### src/sv/lpbt_pkg.sv
// ============================================================================
// lpbt_pkg
// Shared types and constants for the LRU page buffer tracker.
// ============================================================================
package lpbt_pkg;

    // Table size and stamp width.
    localparam int NUM_PAGES  = 64;
    localparam int STAMP_BITS = 32;

    // Derived widths.
    localparam int PAGE_W  = (NUM_PAGES > 1) ? $clog2(NUM_PAGES) : 1;
    localparam int COUNT_W = $clog2(NUM_PAGES + 1);

    // Fixed field widths.
    localparam int MODE_W  = 3;
    localparam int ID_W    = 12;
    localparam int LIMIT_W = 13;

    // Reset value of the page limit register.
    localparam logic [LIMIT_W-1:0] LIMIT_RESET = LIMIT_W'(16);

    // Mode codes.
    localparam logic [MODE_W-1:0] MODE_ADD   = 3'd0;
    localparam logic [MODE_W-1:0] MODE_LOAD  = 3'd1;
    localparam logic [MODE_W-1:0] MODE_SAVE  = 3'd2;
    localparam logic [MODE_W-1:0] MODE_WRITE = 3'd3;
    localparam logic [MODE_W-1:0] MODE_READ  = 3'd4;
    localparam logic [MODE_W-1:0] MODE_QUERY = 3'd5;

    // Sequencer states.
    typedef enum logic [1:0] {
        ST_IDLE,
        ST_EXEC,
        ST_SCAN,
        ST_DONE
    } lpbt_state_t;

    // One input item.
    typedef struct packed {
        logic [MODE_W-1:0] mode;
        logic [ID_W-1:0]   page_id;
    } lpbt_in_t;

    // One result item.
    typedef struct packed {
        logic               accepted;
        logic               victim_valid;
        logic [ID_W-1:0]    victim_page;
        logic               dirty;
        logic [LIMIT_W-1:0] open_count;
    } lpbt_out_t;

    // Status of the victim scan.
    typedef struct packed {
        logic              done;
        logic              found;
        logic [PAGE_W-1:0] victim;
    } lpbt_scan_res_t;

endpackage

### src/sv/lpbt_stamp_ram.sv
// ============================================================================
// lpbt_stamp_ram
// Last-use stamp memory: one write port, one read port with registered data.
// ============================================================================
module lpbt_stamp_ram
    import lpbt_pkg::*;
(
    input  logic                  clk,
    input  logic                  we,
    input  logic [PAGE_W-1:0]     waddr,
    input  logic [STAMP_BITS-1:0] wdata,
    input  logic [PAGE_W-1:0]     raddr,
    output logic [STAMP_BITS-1:0] rdata
);

    logic [STAMP_BITS-1:0] mem [NUM_PAGES];
    logic [STAMP_BITS-1:0] rdata_reg;

    // Write port.
    always_ff @(posedge clk)
    begin
        if (we)
        begin
            mem[waddr] <= wdata;
        end
    end

    // Registered read port.
    always_ff @(posedge clk)
    begin
        rdata_reg <= mem[raddr];
    end

    assign rdata = rdata_reg;

endmodule

### src/sv/lpbt_victim_scan.sv
// ============================================================================
// lpbt_victim_scan
// Walks the stamp memory one entry per cycle and keeps the oldest candidate.
// ============================================================================
module lpbt_victim_scan
    import lpbt_pkg::*;
(
    input  logic                  clk,
    input  logic                  rst_n,
    input  logic                  start,
    input  logic [PAGE_W-1:0]     cur_page,
    input  logic [NUM_PAGES-1:0]  cand_mask,
    output logic [PAGE_W-1:0]     raddr,
    input  logic [STAMP_BITS-1:0] rdata,
    output lpbt_scan_res_t        result
);

    localparam logic [PAGE_W-1:0] LAST_IDX = PAGE_W'(NUM_PAGES - 1);

    logic                  active_reg,   active_next;
    logic [PAGE_W-1:0]     idx_reg,      idx_next;
    logic                  cmp_vld_reg,  cmp_vld_next;
    logic [PAGE_W-1:0]     cmp_idx_reg,  cmp_idx_next;
    logic                  last_reg,     last_next;
    logic                  done_reg,     done_next;
    logic                  found_reg,    found_next;
    logic [STAMP_BITS-1:0] best_reg,     best_next;
    logic [PAGE_W-1:0]     victim_reg,   victim_next;

    // Issue side: one read per cycle, candidate flag travels with the read.
    always_comb
    begin
        active_next  = active_reg;
        idx_next     = idx_reg;
        cmp_vld_next = 1'b0;
        cmp_idx_next = idx_reg;
        last_next    = 1'b0;
        if (start)
        begin
            active_next = 1'b1;
            idx_next    = '0;
        end
        else if (active_reg)
        begin
            cmp_vld_next = cand_mask[idx_reg] && (idx_reg != cur_page);
            last_next    = (idx_reg == LAST_IDX);
            if (idx_reg == LAST_IDX)
            begin
                active_next = 1'b0;
            end
            else
            begin
                idx_next = idx_reg + PAGE_W'(1);
            end
        end
    end

    // Compare side: strict less-than keeps the lowest index on a tie.
    always_comb
    begin
        found_next  = found_reg;
        best_next   = best_reg;
        victim_next = victim_reg;
        done_next   = last_reg;
        if (start)
        begin
            found_next = 1'b0;
        end
        else if (cmp_vld_reg && (!found_reg || (rdata < best_reg)))
        begin
            found_next  = 1'b1;
            best_next   = rdata;
            victim_next = cmp_idx_reg;
        end
    end

    // Control registers.
    always_ff @(posedge clk or negedge rst_n)
    begin
        if (!rst_n)
        begin
            active_reg  <= 1'b0;
            cmp_vld_reg <= 1'b0;
            last_reg    <= 1'b0;
            done_reg    <= 1'b0;
            found_reg   <= 1'b0;
        end
        else
        begin
            active_reg  <= active_next;
            cmp_vld_reg <= cmp_vld_next;
            last_reg    <= last_next;
            done_reg    <= done_next;
            found_reg   <= found_next;
        end
    end

    // Datapath registers.
    always_ff @(posedge clk)
    begin
        idx_reg     <= idx_next;
        cmp_idx_reg <= cmp_idx_next;
        best_reg    <= best_next;
        victim_reg  <= victim_next;
    end

    assign raddr         = idx_reg;
    assign result.done   = done_reg;
    assign result.found  = found_reg;
    assign result.victim = victim_reg;

endmodule

### src/sv/lru_page_buffer_tracker_core.sv
// Sequencer: each item is taken in idle, executed, and its result is loaded into the
// output register; an add or load that exceeds the page limit first runs a victim scan
// that reads one stamp per cycle. A new item is taken only once the last one is done;
// a result held by the receiver stalls the next item for as long as it waits.
// Reset clears all page marks, the use counter and the open count at once,
// and sets the page limit to 16; no clearing pass is needed.
// ============================================================================
// lru_page_buffer_tracker_core
// Page table with LRU victim selection driven by a small sequencer.
// ============================================================================
module lru_page_buffer_tracker_core
    import lpbt_pkg::*;
(
    input  logic               clk,
    input  logic               rst_n,
    input  logic               in_valid,
    output logic               in_ready,
    input  lpbt_in_t           in_data,
    output logic               out_valid,
    input  logic               out_ready,
    output lpbt_out_t          out_data,
    input  logic               cfg_we,
    input  logic [LIMIT_W-1:0] cfg_data
);

    localparam logic [STAMP_BITS-1:0] STAMP_MAX = '1;
    localparam logic [COUNT_W-1:0]    COUNT_MAX = COUNT_W'(NUM_PAGES);
    localparam logic [ID_W:0]         ID_LIMIT  = (ID_W + 1)'(NUM_PAGES);

    lpbt_state_t state_reg, state_next;

    logic [LIMIT_W-1:0]    limit_reg;
    logic [NUM_PAGES-1:0]  present_reg;
    logic [NUM_PAGES-1:0]  in_mem_reg;
    logic [NUM_PAGES-1:0]  dirty_reg;
    logic [STAMP_BITS-1:0] counter_reg;
    logic [COUNT_W-1:0]    open_reg, open_next;

    logic [MODE_W-1:0]     mode_reg;
    logic [ID_W-1:0]       id_reg;
    logic                  acc_reg;
    logic                  qdirty_reg;
    logic                  vvalid_reg;
    logic [PAGE_W-1:0]     vpage_reg;
    logic                  out_valid_reg;
    lpbt_out_t             out_data_reg;

    logic                  item_ok;
    logic [PAGE_W-1:0]     page;
    logic                  is_open;
    logic                  is_stamp;
    logic                  over_limit;
    logic                  scan_start;
    logic                  stamp_we;
    logic                  out_load;
    logic                  exec_en;
    logic [PAGE_W-1:0]     scan_raddr;
    logic [STAMP_BITS-1:0] scan_rdata;
    lpbt_scan_res_t        scan_res;

    // Decode of the item being executed.
    assign page     = id_reg[PAGE_W-1:0];
    assign item_ok  = ({1'b0, id_reg} < ID_LIMIT) && (mode_reg <= MODE_QUERY);
    assign is_open  = (mode_reg == MODE_ADD) || (mode_reg == MODE_LOAD);
    assign is_stamp = is_open || (mode_reg == MODE_WRITE) || (mode_reg == MODE_READ);

    // Open count after this item, saturating at both ends.
    always_comb
    begin
        open_next = open_reg;
        if (item_ok)
        begin
            if (is_open && (open_reg != COUNT_MAX))
            begin
                open_next = open_reg + COUNT_W'(1);
            end
            else if ((mode_reg == MODE_SAVE) && (open_reg != '0))
            begin
                open_next = open_reg - COUNT_W'(1);
            end
        end
    end

    assign over_limit = (LIMIT_W'(open_next) > limit_reg);

    // Next-state logic.
    always_comb
    begin
        state_next = state_reg;
        case (state_reg)
            ST_IDLE:
            begin
                if (in_valid)
                begin
                    state_next = ST_EXEC;
                end
            end
            ST_EXEC:
            begin
                if (item_ok && is_open && over_limit)
                begin
                    state_next = ST_SCAN;
                end
                else
                begin
                    state_next = ST_DONE;
                end
            end
            ST_SCAN:
            begin
                if (scan_res.done)
                begin
                    state_next = ST_DONE;
                end
            end
            ST_DONE:
            begin
                if (!out_valid_reg || out_ready)
                begin
                    state_next = ST_IDLE;
                end
            end
            default:
            begin
                state_next = ST_IDLE;
            end
        endcase
    end

    // Sequencer outputs.
    always_comb
    begin
        in_ready   = 1'b0;
        exec_en    = 1'b0;
        scan_start = 1'b0;
        stamp_we   = 1'b0;
        out_load   = 1'b0;
        case (state_reg)
            ST_IDLE:
            begin
                in_ready = 1'b1;
            end
            ST_EXEC:
            begin
                exec_en    = item_ok;
                stamp_we   = item_ok && is_stamp;
                scan_start = item_ok && is_open && over_limit;
            end
            ST_DONE:
            begin
                out_load = !out_valid_reg || out_ready;
            end
            default:
            begin
                in_ready = 1'b0;
            end
        endcase
    end

    // State register.
    always_ff @(posedge clk or negedge rst_n)
    begin
        if (!rst_n)
        begin
            state_reg <= ST_IDLE;
        end
        else
        begin
            state_reg <= state_next;
        end
    end

    // Page marks, use counter, open count and page limit.
    always_ff @(posedge clk or negedge rst_n)
    begin
        if (!rst_n)
        begin
            limit_reg   <= LIMIT_RESET;
            present_reg <= '0;
            in_mem_reg  <= '0;
            dirty_reg   <= '0;
            counter_reg <= '0;
            open_reg    <= '0;
        end
        else
        begin
            if (cfg_we)
            begin
                limit_reg <= cfg_data;
            end
            if (exec_en)
            begin
                open_reg <= open_next;
                if (is_stamp && (counter_reg != STAMP_MAX))
                begin
                    counter_reg <= counter_reg + STAMP_BITS'(1);
                end
                case (mode_reg)
                    MODE_ADD:
                    begin
                        present_reg[page] <= 1'b1;
                        in_mem_reg[page]  <= 1'b1;
                        dirty_reg[page]   <= 1'b1;
                    end
                    MODE_LOAD:
                    begin
                        in_mem_reg[page] <= 1'b1;
                        dirty_reg[page]  <= 1'b0;
                    end
                    MODE_SAVE:
                    begin
                        in_mem_reg[page] <= 1'b0;
                    end
                    MODE_WRITE:
                    begin
                        dirty_reg[page] <= 1'b1;
                    end
                    default:
                    begin
                        dirty_reg[page] <= dirty_reg[page];
                    end
                endcase
            end
        end
    end

    // Item and result holding registers.
    always_ff @(posedge clk)
    begin
        if (in_valid && in_ready)
        begin
            mode_reg <= in_data.mode;
            id_reg   <= in_data.page_id;
        end
        if (state_reg == ST_EXEC)
        begin
            acc_reg    <= item_ok;
            qdirty_reg <= item_ok && (mode_reg == MODE_QUERY) && dirty_reg[page];
            vvalid_reg <= 1'b0;
            vpage_reg  <= '0;
        end
        if ((state_reg == ST_SCAN) && scan_res.done)
        begin
            vvalid_reg <= scan_res.found;
            vpage_reg  <= scan_res.found ? scan_res.victim : '0;
        end
        if (out_load)
        begin
            out_data_reg.accepted     <= acc_reg;
            out_data_reg.victim_valid <= vvalid_reg;
            out_data_reg.victim_page  <= ID_W'(vpage_reg);
            out_data_reg.dirty        <= qdirty_reg;
            out_data_reg.open_count   <= LIMIT_W'(open_reg);
        end
    end

    // Output register: holds a result until its transfer completes.
    always_ff @(posedge clk or negedge rst_n)
    begin
        if (!rst_n)
        begin
            out_valid_reg <= 1'b0;
        end
        else if (out_load)
        begin
            out_valid_reg <= 1'b1;
        end
        else if (out_ready)
        begin
            out_valid_reg <= 1'b0;
        end
    end

    assign out_valid = out_valid_reg;
    assign out_data  = out_data_reg;

    // Stamp memory. A page can only be a victim candidate after an add,
    // which always stamps it, so no stamp is compared before it is written.
    lpbt_stamp_ram u_stamp_ram (
        .clk   (clk),
        .we    (stamp_we),
        .waddr (page),
        .wdata (counter_reg),
        .raddr (scan_raddr),
        .rdata (scan_rdata)
    );

    // Victim scan over present, in-memory pages.
    lpbt_victim_scan u_victim_scan (
        .clk       (clk),
        .rst_n     (rst_n),
        .start     (scan_start),
        .cur_page  (page),
        .cand_mask (present_reg & in_mem_reg),
        .raddr     (scan_raddr),
        .rdata     (scan_rdata),
        .result    (scan_res)
    );

endmodule

### config.mk
export PLATFORM = sky130hd
export DESIGN_NAME = lru_page_buffer_tracker_core
export DESIGN_NICKNAME = d
export VERILOG_FILES = /design/src/sv/lpbt_pkg.sv /design/src/sv/lpbt_stamp_ram.sv /design/src/sv/lpbt_victim_scan.sv /design/src/sv/lru_page_buffer_tracker_core.sv
export SDC_FILE = /design/constraint.sdc
export NUM_CORES = 2
export LEC_CHECK = 0
export CAP_MARGIN = 20
export CELL_PAD_IN_SITES_DETAIL_PLACEMENT = 0
export CELL_PAD_IN_SITES_GLOBAL_PLACEMENT = 1
export CORE_MARGIN = 4
export CORE_UTILIZATION = 50
export CTS_CLUSTER_SIZE = 12
export DETAILED_ROUTE_END_ITERATION = 16
export DONT_BUFFER_PORTS = 1
export PLACE_DENSITY = 0.81
export RECOVER_POWER = 100
export SYNTH_ARGS = -nofsm -noshare
export SYNTH_HDL_FRONTEND = slang
export SYNTH_SLANG_ARGS = --single-unit
### constraint.sdc
create_clock -name clk -period 15.1 [get_ports clk]
set_clock_uncertainty 0.15 [all_clocks]
set_input_delay 1.51 -clock clk [delete_from_list [all_inputs] [get_ports clk]]
set_output_delay 1.51 -clock clk [all_outputs]
set_load 0.02 [all_outputs]
---- After elaboration in Yosys (flattened, before gate mapping) ----
Memories as Yosys holds them, arrays and structs flattened. A register that Yosys moved wholly into a read port is not among the register bits.
Index checks and enable logic that the tools add are counted.
word-level totals
  bits in registers ....................... 342
  bits in latches ......................... 0
  RAM bits ................................ 2048
  ROM bits ................................ 0
  input bits .............................. 33
  logic and storage cells ................. 142
  memories kept ........................... 1
memory list
  name             words  bits a word  read ports  clocked after Yosys merged registers in  wr ports  RTL line              text
  u_stamp_ram.mem  64     32           1           1                                        1         lpbt_stamp_ram.sv:16  logic [STAMP_BITS-1:0] mem [NUM_PAGES];
operators by class
  add/subtract/negate cells ............... 4
  multipliers ............................. 0
  divide/modulo/power cells ............... 0
  magnitude comparators ................... 7
  equal/unequal tests ..................... 15
  shift-type cells ........................ 0
  multiplexer cells ....................... 40
  bitwise operators ....................... 10
  reductions and logical operators ........ 37
operator list
  kind                     count
  $and A64 B64 Y64         3
  $or A64 B64 Y64          3
  $pmux W64 S3             1
  $pmux W64 S2             1
  $bwmux W64               1
  $not A64 Y64             1
  $add A32 B1 Y32 const B  1
  $lt A32 B32 Y1           1
  $ne A32 B32 Y1 const B   1
  $mux W1                  24
  $mux W7                  3
  $mux W6                  3
  $logic_and A1 B1 Y1      14
  $lt A6 B7 Y1 const B     2
  $gt A7 B13 Y1            1
  $bmux W1 S6              2
  $lt A12 B7 Y1 const B    1
  $reduce_and A2 Y1        6
  $pmux W2 S4              1
  $reduce_bool A2 Y1       4
  $add A7 B1 Y7 const B    1
  $ne A7 B7 Y1 const B     1
  $reduce_bool A7 Y1       1
  $sub A7 B1 Y7 const B    1
  21 further kinds         35

---- Logic depth before layout (Yosys ltp) ----
  word-level depth ........................ 10
  gate-level depth with buffers ........... 15
  gate-level depth less buffers ........... 15

---- Modules after synthesis ----
A second synthesis with hierarchy kept.
unflattened totals
  cell total of the unflattened synthesis .. 4881
  area, all modules ....................... 95545.4 um^2
modules (own cells, without submodules)
  module                        instances  cells each  area each (um^2)
  lpbt_stamp_ram                1          3324        78515.3
  lru_page_buffer_tracker_core  1          1300        13830.8
  lpbt_victim_scan              1          257         3199.3

---- Least setup slack after synthesis ----
OpenSTA, ideal clock, no wires.
  path kind ............................... register -> register
  from .................................... reg open_reg[4]
  to ...................................... reg u_victim_scan.best_reg[0], enable pin
  arrival ................................. 5.792 ns
  path slack .............................. 8.667 ns
  cell stages (with the launch flop) ...... 14
  path buffers ............................ 1
  period minus slack after synthesis ...... 6.433 ns
  cell sequence ........................... dfrtp_1 clkbuf_1 or4_1 or3_1 o31ai_1 a21oi_1 nor2_1 xor2_1 ha_1 a211o_1 a21oi_1 a211oi_2 nand4b_1 a211oi_1
on the way
  cells in the longest elaborated chain, start to end .. 10
  elaborated cells between the ends (all ways) .. 14
ends and longest elaborated chain
  item                                                                   RTL line                             text
  start, declared                                                        lru_page_buffer_tracker_core.sv:37   logic [COUNT_W-1:0] open_reg, open_next;
  start signal, assigned                                                 lru_page_buffer_tracker_core.sv:193  open_reg <= open_next;
  parallel branches: the longest is 4 deep, another holds $sub A7 B1 Y7  -
  $mux W7 *                                                              lru_page_buffer_tracker_core.sv:71   if (item_ok)
  named net open_next[4]                                                 lru_page_buffer_tracker_core.sv:37
  $gt A7 B13 Y1 *                                                        lru_page_buffer_tracker_core.sv:84   assign over_limit = (LIMIT_W'(open_next) > limit_reg);
  $logic_and A1 B1 Y1 *                                                  lru_page_buffer_tracker_core.sv:147  scan_start = item_ok && is_open && over_limit;
  $mux W1 *                                                              lru_page_buffer_tracker_core.sv:138  case (state_reg)
  $not A1 Y1 (no source line) *                                          -
  $reduce_and A2 Y1 (no source line) *                                   -
  end signal, assigned                                                   lpbt_victim_scan.sv:103              best_reg <= best_next;
  end, declared                                                          lpbt_victim_scan.sv:27               logic [STAMP_BITS-1:0] best_reg, best_next;
Mark *: on every way through the listed nets, which the timed path passes.
A chain may end at the register's enable or synchronous reset.

==> impl_metrics.csv <==
group,metric,value,unit
place,dpl.hpwl,131800,microns
sta,fin_crit_sh,64.67,%
power_and_ir_drop,comb_power_share,1.9,%
critical_path,required,15.76,ns
sta,tightest_slew,7.478,ns
routing,dr.pass1.iters,7,
floorplanning,io_pins,63,
layout,fin_nets,5192,
place,routabilityCongestion,0.8372,
sta,fmax,0.1024,GHz
cts,ctsHoldBuffers,0,
floorplanning,dieArea,0.1998,sq mm
cts,cts_tree,"yes",
sta,max_slew_margin,-398.5,%
global_route,antenna_found_initial,6,
yosys,ys_warn_count,0,
global_route,grt_pass1_wl,364100,microns
flow_run,cap_violations,114,
layout,area_delta_synth_final,10.52,%
yosys,syn_avg_cell_area,19.19,sq um
cts,root_buffer,"clkbuf_16",
yosys,synth_edf_count,2126,
power_and_ir_drop,power_switching,0.002675,W
place,io_buffers,0,
critical_path,worstPathArrival,10.42,ns
worst_hold_path,hp-class,"in2async",
yosys,syn_area,0.09637,sq mm
routing,drc,0,
power_and_ir_drop,p_int,0.01036,W
sta,min_period,9.766,ns
power_and_ir_drop,peakVddDrop,0.1179,mV
floorplanning,fp.coreArea,0.1910,sq mm
cts,clkTransAtPathRegs,0.06,ns
floorplanning,chipWidth,447.0,microns
routing,ant_nets,0,
outcome,status,"finished, violations left",
power_and_ir_drop,pwr-share-clk,42.1,%
cts,numCtsBuffers,236,
power_and_ir_drop,power_density,122.4,mW/mm^2
sta,setup_viol,0,
critical_path,reg2reg_to,"u_stamp_ram.rdata[2]",
yosys,ys_seq_area_share,73.70,%
power_and_ir_drop,pwr-share-seq,56.0,%
cts,cts_resized,0,
cts,cts_setup_buffers,0,
critical_path,r2r-start,"u_victim_scan.raddr[1]",
routing,vias,51540,
yosys,synth.distinct_cells,75,
yosys,yosys_most_used_dff,"edfxtp_1",
critical_path,worst_r2r_path_depth,6,
outcome,violations,"capacitance limit, slew limit",
cts,cts-htree-levels,4,
critical_path,cp-start-kind,"flop",
cts,numClockSinks,2422,
yosys,postSynthCellCount,5022,
power_and_ir_drop,finalPower,0.01303,W
layout,mostFrequentLayoutCells,"edfxtp_1 (2,126), mux4_2 (565), a21oi_1 (251)",
sta,setup_tns,0,ns
layout,drive_above_1_share,20.85,%
layout,layout_commonest_cell,"edfxtp_1",
global_route,gr-usage-all-layers,25.34,%
critical_path,ff2ff_setup_slack,5.33,ns
global_route,grt_max_degree,253,
critical_path,path_max_fanout,124,
routing,wirelength,252800,microns
sta,maxSlewViolCount,5008,
layout,largest_register_ffs,2048,
yosys,ys_ff_latch,2422,
power_and_ir_drop,swShare,20.52,%
critical_path,worstSetupEndpointType,"flop",
power_and_ir_drop,leakagePower,38.65,nW
sta,whs,0.2452,ns
floorplanning,rows,160,
yosys,async_flop_share,10.40,%
routing,drt_iter0_markers,7356,
floorplanning,initial_core_util,50.46,%
global_route,grt_overflow,0,
sta,hold_viol,0,
routing,wl_per_cell,32.37,microns
critical_path,setup.worst_path.class,"reg2reg",
floorplanning,die_h,447.0,microns
cts,clockBufferDepth,3,
sta,rsz0062_at_grt,"false",
routing,via_per_inst,6.601,
cts,clk_latency,0.88,ns
global_route,grt_pass1_vias,50510,
==> through the flow <==
step	instance area, sq um	std cells	setup WS (ns)	utilization, %
after global placement	99760	7375	9.798	52.23
after floorplan	96410	5033	8.667	-
after global routing	106500	7806	4.734	55.77
final	106500	7809	5.334	55.77
after CTS	106900	7796	9.660	55.97
after detailed placement	99760	7376	9.685	52.24
==> layout make-up <==
type,instances,area [sq um]
Antenna cell,4,10.01
Clock buffer,372,6616
Clock inverter,48,513.0
Fill cell,14160,84470
Inverter,54,205.2
Multi-Input combinational cell,2236,24040
Sequential cell,2422,71070
Tap cell,2511,3142
Timing Repair Buffer,162,907.1
==> worst max path at each step <==
stage	startpoint	end	slack [ns]	cells past startpoint
CTS	mode_reg[1]	u_victim_scan.best_reg[9]	9.66	14
floorplan	open_reg[4]	u_victim_scan.best_reg[0]	8.67	13
finish	u_victim_scan.raddr[1]	u_stamp_ram.rdata[2]	5.33	6
detailed placement	mode_reg[1]	u_victim_scan.best_reg[9]	9.68	14
global placement	mode_reg[1]	u_victim_scan.best_reg[9]	9.80	15
global route	u_victim_scan.raddr[1]	u_stamp_ram.rdata[2]	4.73	6
==> kinds of logic (layout without fill, tap and decap cells) <==
logic type / count (synthesis) / in the layout / share of synthesized area [%]
flops: 2422 / 2422 / 73.70
compound gates: 773 / 773 / 5.102
mux: 721 / 721 / 14.92
simple gates: 629 / 629 / 3.272
buf+inv: 375 / 636 / 1.896
xor+xnor: 54 / 54 / 0.4908
fa+ha+maj: 47 / 47 / 0.6102
other cells: 1 / 16 / 0.003891
==> synth_stat cells, drive strengths merged, types with 7 or more instances <==
library cell	instances	share of area (%)
and2	14	0.091
a221o	18	0.19
a21oi	253	1.3
xor2	18	0.16
a211oi	56	0.45
mux2	76	0.89
nor3b	8	0.083
edfxtp	2126	66
nand4	22	0.14
dfrtp	251	6.5
o21ai	68	0.36
o21bai	119	0.93
clkbuf	141	0.55
nand2	162	0.63
and3	11	0.071
nor3	11	0.068
o22ai	36	0.23
inv	54	0.21
xnor2	36	0.33
mux2i	80	0.83
a21o	14	0.11
ha	47	0.61
o211ai	11	0.086
a22oi	17	0.13
buf	180	1.1
or3b	7	0.064
nor4	73	0.48
nand3b	12	0.093
a31oi	126	0.82
and4	9	0.082
nor2	177	0.69
dfxtp	44	0.91
mux4	565	13
o221ai	10	0.091
a221oi	7	0.064
nand2b	13	0.084
o31ai	12	0.093
nand3	35	0.18
nor2b	54	0.35
==> routing by layer <==
layer	track usage (%)	part of all wire (%)	vias to the layer above
met3	5.190	11	467
met5	0	0.0047	-
li1	-	-	20750
met2	39.41	47	3276
met1	36.03	38	27050
met4	9.005	4.0	2
==> worst max-delay path: stages, from the launching register on <==
cell	delay (ns)
dfxtp_1	1.44
clkbuf_1	5.27
mux4_2	1.07
mux2i_1	0.13
a21oi_1	0.83
o221ai_1	0.48
nand2_1	0.18
==> power by group through the flow <==
stage,registers (W),logic [W],clock network (W)
floorplan,0.00744,0.000154,0
global placement,0.00743,0.000241,0
detailed placement,0.00744,0.000244,0
CTS,0.00730,0.000245,0.00557
global route,0.00730,0.000263,0.00588
finish,0.00730,0.000248,0.00549
Power figures use the tool's default switching activity.
